$ cat src/rtl/aip_pkg.sv
// Package for the ASCII integer parser: parse phases, radix codes, character codes.
// Used by ascii_integer_parser_radix_prefix; depends on nothing.
`default_nettype none
package aip_pkg;

  typedef enum logic [2:0] {
    PH_SKIP   = 3'd0,
    PH_PREFIX = 3'd1,
    PH_ZERO   = 3'd2,
    PH_DIGITS = 3'd3,
    PH_STOP   = 3'd4
  } phase_t;

  typedef enum logic [1:0] {
    RX_DEC = 2'd0,
    RX_HEX = 2'd1,
    RX_OCT = 2'd2,
    RX_BIN = 2'd3
  } radix_t;

  typedef struct packed {
    logic       ok;
    logic [3:0] val;
  } digit_t;

  localparam logic [7:0] CH_NUL   = 8'h00;
  localparam logic [7:0] CH_SPACE = 8'h20;
  localparam logic [7:0] CH_MINUS = 8'h2D;
  localparam logic [7:0] CH_X     = 8'h78;
  localparam logic [7:0] CH_B     = 8'h62;
  localparam logic [7:0] CH_ZERO  = 8'h30;
  localparam logic [7:0] CH_SEVEN = 8'h37;
  localparam logic [7:0] CH_ONE   = 8'h31;
  localparam logic [7:0] CH_NINE  = 8'h39;
  localparam logic [7:0] CH_UA    = 8'h41;
  localparam logic [7:0] CH_UF    = 8'h46;
  localparam logic [7:0] CH_LA    = 8'h61;
  localparam logic [7:0] CH_LF    = 8'h66;

endpackage
`default_nettype wire

$ cat src/rtl/ascii_integer_parser_radix_prefix.sv
// The result beat becomes valid in the cycle after the terminator beat is accepted.
// Throughput: one character per cycle; characters other than the terminator are taken
// even while a result waits, a terminator waits only for a free result register.
// The per-character step is one shift-add of the accumulator by the radix.
// Reset: synchronous, active low; returns to skipping spaces with a zero accumulator.
// Depends on aip_pkg.
`default_nettype none
module ascii_integer_parser_radix_prefix (
  input  wire logic                 clk,
  input  wire logic                 rst_n,
  input  wire logic                 in_valid,
  output logic                      in_ready,
  input  wire logic [7:0]           in_char_code,
  output logic                      out_valid,
  input  wire logic                 out_ready,
  output logic signed [31:0]        out_parsed_value
);

  aip_pkg::phase_t   phase_r, phase_nxt;
  aip_pkg::radix_t   radix_r, radix_nxt;
  logic              neg_r, neg_nxt;
  logic [31:0]       acc_r, acc_nxt;
  logic              out_valid_r, out_valid_nxt;
  logic [31:0]       out_data_r;

  logic              in_fire, is_term;
  aip_pkg::radix_t   dig_radix;
  logic              do_digit;
  aip_pkg::digit_t   dig;
  logic [31:0]       acc_scaled;

  function automatic aip_pkg::digit_t digit_of(input logic [7:0] c, input aip_pkg::radix_t rx);
    aip_pkg::digit_t d;
    d.ok  = 1'b0;
    d.val = 4'd0;
    unique case (rx)
      aip_pkg::RX_HEX: begin
        if (c >= aip_pkg::CH_UA && c <= aip_pkg::CH_UF) begin
          d.ok  = 1'b1;
          d.val = 4'(c - aip_pkg::CH_UA + 8'd10);
        end else if (c >= aip_pkg::CH_LA && c <= aip_pkg::CH_LF) begin
          d.ok  = 1'b1;
          d.val = 4'(c - aip_pkg::CH_LA + 8'd10);
        end else if (c >= aip_pkg::CH_ZERO && c <= aip_pkg::CH_NINE) begin
          d.ok  = 1'b1;
          d.val = 4'(c - aip_pkg::CH_ZERO);
        end
      end
      aip_pkg::RX_DEC: begin
        if (c >= aip_pkg::CH_ZERO && c <= aip_pkg::CH_NINE) begin
          d.ok  = 1'b1;
          d.val = 4'(c - aip_pkg::CH_ZERO);
        end
      end
      aip_pkg::RX_OCT: begin
        if (c >= aip_pkg::CH_ZERO && c <= aip_pkg::CH_SEVEN) begin
          d.ok  = 1'b1;
          d.val = 4'(c - aip_pkg::CH_ZERO);
        end
      end
      aip_pkg::RX_BIN: begin
        if (c >= aip_pkg::CH_ZERO && c <= aip_pkg::CH_ONE) begin
          d.ok  = 1'b1;
          d.val = 4'(c - aip_pkg::CH_ZERO);
        end
      end
      default: d.ok = 1'b0;
    endcase
    return d;
  endfunction

  assign is_term  = (in_char_code == aip_pkg::CH_NUL);
  // Only a terminator needs room in the result register.
  assign in_ready = !is_term || !out_valid_r || out_ready;
  assign in_fire  = in_valid && in_ready;

  // Decide whether this character is treated as a digit, and in which radix.
  always_comb begin
    do_digit  = 1'b0;
    dig_radix = radix_r;
    unique case (phase_r)
      aip_pkg::PH_SKIP, aip_pkg::PH_PREFIX: begin
        if (in_char_code != aip_pkg::CH_ZERO && in_char_code != aip_pkg::CH_B &&
            !(phase_r == aip_pkg::PH_SKIP &&
              (in_char_code == aip_pkg::CH_SPACE || in_char_code == aip_pkg::CH_MINUS))) begin
          do_digit  = 1'b1;
          dig_radix = aip_pkg::RX_DEC;
        end
      end
      aip_pkg::PH_ZERO: begin
        if (in_char_code != aip_pkg::CH_X) begin
          do_digit  = 1'b1;
          dig_radix = aip_pkg::RX_OCT;
        end
      end
      aip_pkg::PH_DIGITS: do_digit = 1'b1;
      default:            do_digit = 1'b0;
    endcase
  end

  assign dig = digit_of(in_char_code, dig_radix);

  always_comb begin
    unique case (dig_radix)
      aip_pkg::RX_HEX: acc_scaled = {acc_r[27:0], 4'd0};
      aip_pkg::RX_OCT: acc_scaled = {acc_r[28:0], 3'd0};
      aip_pkg::RX_BIN: acc_scaled = {acc_r[30:0], 1'b0};
      default:         acc_scaled = {acc_r[28:0], 3'd0} + {acc_r[30:0], 1'b0};
    endcase
  end

  // Next parse state.
  always_comb begin
    phase_nxt = phase_r;
    radix_nxt = radix_r;
    neg_nxt   = neg_r;
    acc_nxt   = acc_r;
    if (in_fire) begin
      if (is_term) begin
        phase_nxt = aip_pkg::PH_SKIP;
        radix_nxt = aip_pkg::RX_DEC;
        neg_nxt   = 1'b0;
        acc_nxt   = '0;
      end else if (do_digit) begin
        radix_nxt = dig_radix;
        if (dig.ok) begin
          acc_nxt   = acc_scaled + {28'd0, dig.val};
          phase_nxt = aip_pkg::PH_DIGITS;
        end else begin
          phase_nxt = aip_pkg::PH_STOP;
        end
      end else begin
        unique case (phase_r)
          aip_pkg::PH_SKIP, aip_pkg::PH_PREFIX: begin
            if (phase_r == aip_pkg::PH_SKIP && in_char_code == aip_pkg::CH_MINUS) begin
              neg_nxt   = 1'b1;
              phase_nxt = aip_pkg::PH_PREFIX;
            end else if (in_char_code == aip_pkg::CH_ZERO) begin
              phase_nxt = aip_pkg::PH_ZERO;
            end else if (in_char_code == aip_pkg::CH_B) begin
              radix_nxt = aip_pkg::RX_BIN;
              phase_nxt = aip_pkg::PH_DIGITS;
            end
            // A leading space leaves everything as it is.
          end
          aip_pkg::PH_ZERO: begin
            radix_nxt = aip_pkg::RX_HEX;
            phase_nxt = aip_pkg::PH_DIGITS;
          end
          default: phase_nxt = aip_pkg::PH_STOP;
        endcase
      end
    end
  end

  always_comb begin
    out_valid_nxt = out_valid_r && !out_ready;
    if (in_fire && is_term) begin
      out_valid_nxt = 1'b1;
    end
  end

  always_ff @(posedge clk) begin
    if (!rst_n) begin
      phase_r     <= aip_pkg::PH_SKIP;
      radix_r     <= aip_pkg::RX_DEC;
      neg_r       <= 1'b0;
      acc_r       <= '0;
      out_valid_r <= 1'b0;
    end else begin
      phase_r     <= phase_nxt;
      radix_r     <= radix_nxt;
      neg_r       <= neg_nxt;
      acc_r       <= acc_nxt;
      out_valid_r <= out_valid_nxt;
    end
  end

  always_ff @(posedge clk) begin
    if (in_fire && is_term) begin
      out_data_r <= neg_r ? (32'd0 - acc_r) : acc_r;
    end
  end

  assign out_valid        = out_valid_r;
  assign out_parsed_value = out_data_r;

`ifndef SYNTHESIS
  a_term_resets: assert property (@(posedge clk) disable iff (!rst_n)
    in_fire && is_term |=> phase_r == aip_pkg::PH_SKIP && acc_r == 32'd0 && !neg_r)
    else $error("parser state not cleared after terminator");

  a_stop_sticks: assert property (@(posedge clk) disable iff (!rst_n)
    in_fire && !is_term && phase_r == aip_pkg::PH_STOP |=> phase_r == aip_pkg::PH_STOP)
    else $error("parser left the stopped phase before the terminator");

  a_no_overwrite: assert property (@(posedge clk) disable iff (!rst_n)
    out_valid_r && !out_ready |-> !(in_fire && is_term))
    else $error("terminator accepted while a result was still pending");

  a_char_no_result: assert property (@(posedge clk) disable iff (!rst_n)
    in_fire && !is_term |=> out_valid_r == $past(out_valid_r && !out_ready))
    else $error("result beat appeared without a terminator");
`endif

endmodule
`default_nettype wire

$ cat config.mk
export PLATFORM = sky130hd
export DESIGN_NAME = ascii_integer_parser_radix_prefix
export DESIGN_NICKNAME = d
export VERILOG_FILES = /design/src/rtl/aip_pkg.sv /design/src/rtl/ascii_integer_parser_radix_prefix.sv
export SDC_FILE = /design/constraint.sdc
export NUM_CORES = 1
export LEC_CHECK = 0
export BUFFER_PORTS_ARGS = -buffer_cell sky130_fd_sc_hd__buf_2
export CAP_MARGIN = 20
export CORE_MARGIN = 10
export CORE_UTILIZATION = 30
export CTS_CLUSTER_DIAMETER = 150
export DETAILED_ROUTE_END_ITERATION = 16
export SLEW_MARGIN = 20
export SYNTH_ARGS = -nofsm -noshare
export SYNTH_HDL_FRONTEND = slang
export SYNTH_SLANG_ARGS = --single-unit
$ cat constraint.sdc
create_clock -name clk -period 5.35 [get_ports clk]
set_clock_uncertainty 0.2 [all_clocks]
set_input_delay 1.07 -clock clk [delete_from_list [all_inputs] [get_ports clk]]
set_output_delay 1.07 -clock clk [all_outputs]
set_load 0.02 [all_outputs]
==> results of run 1 <==
## worst min path at each step
stage | end | slack (ns) | depth (start not counted) | from
final | neg_r | 0.30 | 2 | neg_r
after global routing | neg_r | 0.34 | 2 | neg_r
after CTS | neg_r | 0.30 | 2 | neg_r
after detailed placement | neg_r | 0.28 | 2 | neg_r
after global placement | neg_r | 0.26 | 2 | neg_r
after floorplan | phase_r[0] | 0.29 | 2 | phase_r[0]
## logic make-up (layout without fill, tap and decap cells)
kind of cell,after synthesis,after routing
DFF,71,71
and+or+nand+nor,388,388
buffers and inverters,86,108
xor gates and xnor gates,61,61
muxes,19,19
adders and majority gates,39,39
AOI/OAI and AO/OA,282,282
## worst max-delay path: cells and delay by family
family	cells	cell delay (ns)
buf+inv	5	0.60
compound gates	3	0.51
simple gates	9	2.11
fa+ha+maj	3	0.80
## routing by layer
metal,track usage,up-vias,routed length [um]
met4,0.06040,0,563
met5,0,-,0
met2,0.2135,267,9612
li1,-,3601,-
met3,0.02179,33,1524
met1,0.2043,3411,10770
## per-stage QoR
stage / power [mW] / hold WS (ns)
CTS: 1.521 / 0.3000
global route: 1.573 / 0.3402
global placement: 0.8885 / 0.2629
detailed placement: 0.8887 / 0.2842
finish: 1.518 / 0.2973
floorplan: 0.8065 / 0.2861
## power groups by stage
stage          clock network (mW)  logic (mW)  registers, mW
5_1_grt                     0.658       0.334          0.580
3_5_place_dp                    0       0.298          0.591
4_1_cts                     0.643       0.299          0.579
2_1_floorplan                   0       0.223          0.584
6_report                    0.632       0.306          0.579
3_3_place_gp                    0       0.298          0.591
## flip-flops by register name (all words and copies together) (netlist names)
register,cells
neg_r,1
radix_r,2
acc_r,32
out_parsed_value,32
out_valid,1
phase_r,3
## what timing repair did
item,CTS,global route
setup endpoints to repair,0,7
gates resized for setup,0,2
endpoints found under the hold margin,0,0
hold buffers,0,0
## cell usage in the layout, fill, tap and decap left out, types with 6 or more instances in the layout
| cell type | netlist | final |
|---|---|---|
| nor3_1 | 26 | 25 |
| o21a_1 | 9 | 9 |
| nand2_1 | 120 | 120 |
| o21ai_1 | 5 | 6 |
| nand3_1 | 50 | 50 |
| a21oi_1 | 75 | 75 |
| a31oi_1 | 15 | 15 |
| nor4_1 | 11 | 10 |
| ha_1 | 37 | 37 |
| and4_1 | 9 | 9 |
| o31ai_1 | 11 | 11 |
| or3_1 | 14 | 14 |
| clkbuf_16 | 0 | 9 |
| nand2b_1 | 10 | 10 |
| inv_1 | 17 | 17 |
| and3_1 | 7 | 7 |
| buf_2 | 13 | 45 |
| a21o_1 | 12 | 12 |
| xor2_1 | 8 | 8 |
| o211ai_1 | 12 | 12 |
| o21ai_0 | 53 | 52 |
| a211o_1 | 9 | 9 |
| nand4_1 | 19 | 19 |
| buf_4 | 2 | 29 |
| and2_1 | 18 | 18 |
| o22ai_1 | 7 | 7 |
| xnor2_1 | 53 | 53 |
| a211oi_1 | 10 | 10 |
| nor2_1 | 60 | 60 |
| nor3b_1 | 8 | 8 |
| o2111ai_1 | 7 | 7 |
| edfxtp_1 | 32 | 32 |
| mux2i_1 | 14 | 14 |
| dfxtp_1 | 39 | 39 |
## layout make-up
type | count | area [um2]
fill | 2510 | 15980
multi-input combinational | 789 | 5234
sequential | 71 | 1742
timing repair buffer | 74 | 442.9
tap | 324 | 405.4
clock buffer | 12 | 256.5
inverter | 18 | 67.56
clock inverter | 4 | 45.04
==> summary.txt, run 1 <==
Placed design
  • DP Area: 7878 um2
  • Pre-CTS WS: -0.03864 ns
  • Final HPWL DP: 16.67 mm
  • Port bufs: 45
  • GPL Wtd Cong: 0.9278
  • Dpl cells: 1,276

Layout
  • Nets: 1,014
  • Layout Utilization: 0.3389
  • Layout cells sized above 1: 0.1271
  • N_diodes: 0
  • Area Growth Syn to Fin: 11.97%
  • Non-Filler Instances: 1,292
  • Fin area: 8193 um2

Die
  • Starting Density: 0.3026
  • Ports: 46
  • CORE AREA: 24,180 um2
  • Die height: 176.2 um
  • Core Rows: 57
  • Die area: 31,040 um2
  • Chip Width: 176.2 um

STA
  • RSZ-0062 raised after global routing: no
  • Crit share post-route: 0.9391
  • Max_slew headroom: 0.4321
  • Worst-Margin Slew: 0.8441 ns
  • Tmin final: 5.024 ns
  • Endpoints failing setup: 0
  • Final hold vios: 0
  • Slew Limit Fails: 0
  • Max Fclk: 199.0 MHz
  • Setup TNS: 0 ns
  • Worst setup margin: 0.3258 ns

Synth
  • Unique cell type count in the Yosys netlist: 89
  • Post-synthesis register bit count: 71
  • Most common flop cell mapped by yosys: dfxtp_1
  • Synth Area in Adders: 0.06874
  • Syn Area/Cell: 7.735 um2
  • Post-synthesis sequential area ratio: 0.2380
  • Xor and xnor area share after synthesis: 0.07302
  • Syn nets: 997
  • Synth Cell Area: 7317 um2
  • Post-synthesis simple-gate area fraction: 0.2839
  • Syn Inst Count: 946
  • Post-synth EDFFs: 32
  • Main area contributors after synthesis: edfxtp_1 13%, dfxtp_1 11%, xnor2_1 6.3%
  • Post-synth top cells: 120 x nand2_1, 75 x a21oi_1, 60 x nor2_1
  • Largest family of logic cells by synthesized area: simple AND/OR/NAND/NOR gates
  • Most frequent cell after synthesis: nand2_1
  • Top-area cell type share of the netlist area: 0.1313
  • Ys Warns: 0
  • Asr flop ratio synth: 0
  • Synth Area in Compound Gates: 0.2587
  • Synth area leader: edfxtp_1
  • Post-synthesis mux area share: 0.02685

Clock network
  • Clock latency on the worst-skew pair: 0.35 ns
  • CTS HTree Levels: 3
  • Clock slew at reported path FFs: 0.06 ns
  • CTS tree: built
  • Num Clock Sinks: 71
  • Postcts setup bufs: 0
  • Root Buffer: clkbuf_16
  • Max Buffers Root-to-Sink: 2
  • Total CTS buffers: 9

Critical path
  • Data required, critical path: 5.43 ns
  • Reg2Reg Launch Point: acc_r[10]
  • Most frequent CP cell: inv_1
  • Worst Setup EP: acc_r[27]
  • Reg2reg path depth: 11
  • Cell chain of the critical path: buf_2 > inv_1 > ha_1 > and3_1 > o211ai_2 > and4_4 > buf_4 > nor2_1 > a21oi_1 > and2_1 > ha_1 > inv_1 > fa_1 > inv_1 > a21oi_1 > nor4_4 > nor4b_4 > nand4_2 > or4_1 > nand3_1
  • Reg2Reg Setup Slack: 1.09 ns
  • Worst Setup Path Type: primary input to flip-flop
  • Crit path from: in_char_code[1]
  • Startpoint types: primary input
  • CP arrival: 5.11 ns
  • Crit Reg-Reg Endpoint: acc_r[27]
  • Slowest cell on the critical path: or4_1
  • Worst-path maximum fanout: 20
  • Worst Setup End Kind: flip-flop
  • Slowest stage delay, CP: 0.51 ns

Power and ir drop
  • Leakage: 3.126 nW
  • Clock Power Share: 0.416
  • Power Density: 185.3 nW/um2
  • Sw Pwr: 0.4576 mW
  • Internal Power: 1.060 mW
  • Worst VDD drop: 0.0001216 V
  • Gate power share: 0.202
  • Sw Share: 0.3014
  • Share of power burned in registers: 0.382

Hold path
  • Hold Crit Class: flip-flop to flip-flop

GRT
  • Global route total overflow: 0
  • Global Route Usage Sum: 0.1445
  • Initial antenna violation count: 0
  • Vias in the first global route: 6,805
  • Maximum number of pins on one net before global-route repair: 36
  • First-pass GRT wire length: 37.06 mm

Route
  • Avg Vias per Cell: 5.659
  • DR iter-0 viols: 684
  • Post-route ant nets: 0
  • Residual DRC: 0
  • Iteration count of the initial detailed-routing pass: 5
  • Post-DR wirelength/cell: 17.39 um
  • Total Wirelength: 22.47 mm
  • Via count: 7,312

Run status
  • Status: finished clean

Flow run
  • Number of max-cap violations: 0
Power figures use the tool's default switching activity.
==> run 2: changes to the inputs <==
Settings changed: CORE_UTILIZATION 30 to 42, SLEW_MARGIN 20 to default.
==> summary.txt, run 2 (same netlist as run 1, synthesis figures left out) <==
Run status
  • Status: finished clean (unchanged)

Route
  • Avg Vias per Cell: 6.143 (was 5.659)
  • Iteration count of the initial detailed-routing pass: 6 (was 5)
  • Post-DR wirelength/cell: 18.68 um (was 17.39 um)
  • Residual DRC: 0 (unchanged)
  • DR iter-0 viols: 542 (was 684)
  • Via count: 7,366 (was 7,312)
  • Post-route ant nets: 0 (unchanged)
  • Total Wirelength: 22.39 mm (was 22.47 mm)

Critical path
  • Startpoint types: primary input (unchanged)
  • Worst Setup EP: acc_r[27] (unchanged)
  • Reg2reg path depth: 11 (unchanged)
  • Data required, critical path: 5.43 ns (about the same)
  • CP arrival: 5.01 ns (was 5.11 ns)
  • Worst Setup End Kind: flip-flop (unchanged)
  • Reg2Reg Launch Point: acc_r[10] (unchanged)
  • Reg2Reg Setup Slack: 1.01 ns (was 1.09 ns)
  • Worst-path maximum fanout: 5 (was 20)
  • Crit path from: in_char_code[1] (unchanged)
  • Worst Setup Path Type: primary input to flip-flop (unchanged)
  • Crit Reg-Reg Endpoint: acc_r[27] (unchanged)

GRT
  • Maximum number of pins on one net before global-route repair: 36 (unchanged)
  • Global Route Usage Sum: 0.1867 (was 0.1445)
  • Vias in the first global route: 6,794 (was 6,805)
  • Global route total overflow: 0 (unchanged)
  • Initial antenna violation count: 0 (unchanged)
  • First-pass GRT wire length: 36.60 mm (was 37.06 mm)

Power and ir drop
  • Worst VDD drop: 0.0001574 V (was 0.0001216 V)
  • Power Density: 182.0 nW/um2 (was 185.3 nW/um2)
  • Leakage: 3.127 nW (was 3.126 nW)
  • Total power draw: 1.469 mW (was 1.518 mW)

Die
  • Core Rows: 48 (was 57)
  • CORE AREA: 17,180 um2 (was 24,180 um2)
  • Ports: 46 (unchanged)
  • Starting Density: 0.4260 (was 0.3026)
  • Chip Width: 152.0 um (was 176.2 um)
  • Die height: 152.0 um (was 176.2 um)
  • Die area: 23,100 um2 (was 31,040 um2)

Flow run
  • Number of max-cap violations: 0 (unchanged)

Layout
  • Most frequent cells in the layout: 120 x nand2_1, 75 x a21oi_1, 60 x nor2_1, 53 x xnor2_1, 52 x o21ai_0 (unchanged)
  • N_diodes: 0 (unchanged)
  • Commonest non-fill, non-tap cell in the layout: nand2_1 (unchanged)
  • Nets: 1,020 (was 1,014)
  • Area Growth Syn to Fin: 10.33% (was 11.97%)
  • Fin area: 8073 um2 (was 8193 um2)
  • Layout cells sized above 1: 0.1314 (was 0.1271)

Clock network
  • Hold_buf cts: 0 (unchanged)
  • Clock latency on the worst-skew pair: 0.35 ns (about the same)
  • Total CTS buffers: 9 (unchanged)
  • CTS tree: built (unchanged)
  • Root Buffer: clkbuf_16 (unchanged)
  • Max Buffers Root-to-Sink: 2 (unchanged)
  • Clock slew at reported path FFs: 0.06 ns (about the same)
  • CTS HTree Levels: 3 (unchanged)
  • Post_cts resized: 0 (unchanged)
  • Num Clock Sinks: 71 (unchanged)
  • Postcts setup bufs: 0 (unchanged)

STA
  • Final hold vios: 0 (unchanged)
  • Endpoints failing setup: 0 (unchanged)
  • Max Fclk: 203.1 MHz (was 199.0 MHz)
  • Slew Limit Fails: 0 (unchanged)
  • Crit share post-route: 0.9203 (was 0.9391)
  • Worst-Margin Slew: 0.7733 ns (was 0.8441 ns)
  • Setup TNS: 0 ns (unchanged)
  • Max_slew headroom: 0.4844 (was 0.4321)
  • Tmin final: 4.924 ns (was 5.024 ns)
  • RSZ-0062 raised after global routing: no (unchanged)

Placed design
  • Final HPWL DP: 16.56 mm (was 16.67 mm)
  • DP Area: 7799 um2 (was 7878 um2)
  • Port bufs: 45 (unchanged)
  • GPL Wtd Cong: 0.9575 (was 0.9278)

Hold path
  • Hold Crit Class: flip-flop to flip-flop (unchanged)
run 2: cell count changes in the layout (fill, tap and decap cells not counted), sizes merged:
cell	before	now
bufinv	1	0
clkinv	4	3
buf	74	80
inv	17	20
clkbuf	12	11
run 2: final cells by class:
type / count / area [um2]
inverter: 18 / 67.56
timing repair buffer: 80 / 488.0
multi-input combinational: 789 / 5220
tap: 225 / 281.5
clock buffer: 11 / 242.7
fill: 1760 / 9104
sequential: 71 / 1742
clock inverter: 5 / 31.28
run 2: critical path, cell delays in order:
cell and delay, ns:
buf_2 0.10, inv_1 0.09, ha_1 0.21, nor3b_1 0.25, o211ai_2 0.14, and4_4 0.23, nor3_1 0.26, and2_1 0.22
a22oi_1 0.09, nor2_1 0.11, ha_1 0.19, inv_1 0.06, fa_1 0.40, inv_1 0.07, a21oi_1 0.10, nor4_2 0.22
nor4b_4 0.35, nand4_2 0.25, or4_1 0.52, nand3_1 0.08
run 2: per-layer routing:
metal,vias to the layer above,GRT usage,share of wire
met5,-,0,0
met4,0,0.04998,0.016
met3,25,0.03585,0.067
met2,251,0.2913,0.44
met1,3481,0.2565,0.47
li1,3609,-,-
run 2: worst min path at each step:
stage | from | end | slack, ns | depth (start not counted)
finish | neg_r | neg_r | 0.28 | 2
detailed placement | neg_r | neg_r | 0.27 | 2
floorplan | phase_r[0] | phase_r[0] | 0.29 | 2
global placement | neg_r | neg_r | 0.26 | 2
CTS | neg_r | neg_r | 0.29 | 2
global route | phase_r[0] | phase_r[0] | 0.37 | 2
run 2: per-stage QoR:
step	instances	utilization	hold slack (ns)	setup WS, ns
2_1_floorplan	946	-	0.2861	-0.06363
5_1_grt	1199	0.4700	0.3652	0.000006661
4_1_cts	1199	0.4700	0.2899	0.4671
6_report	1199	0.4700	0.2810	0.4264
3_5_place_dp	1183	0.4540	0.2719	0.1377
3_3_place_gp	1183	0.4540	0.2592	0.1877
run 2: where the power goes:
part           internal, mW  switching [mW]  total [mW]
registers             0.568          0.0118       0.580
clock network         0.328           0.253       0.580
logic                 0.111           0.198       0.309
total                  1.01           0.462        1.47
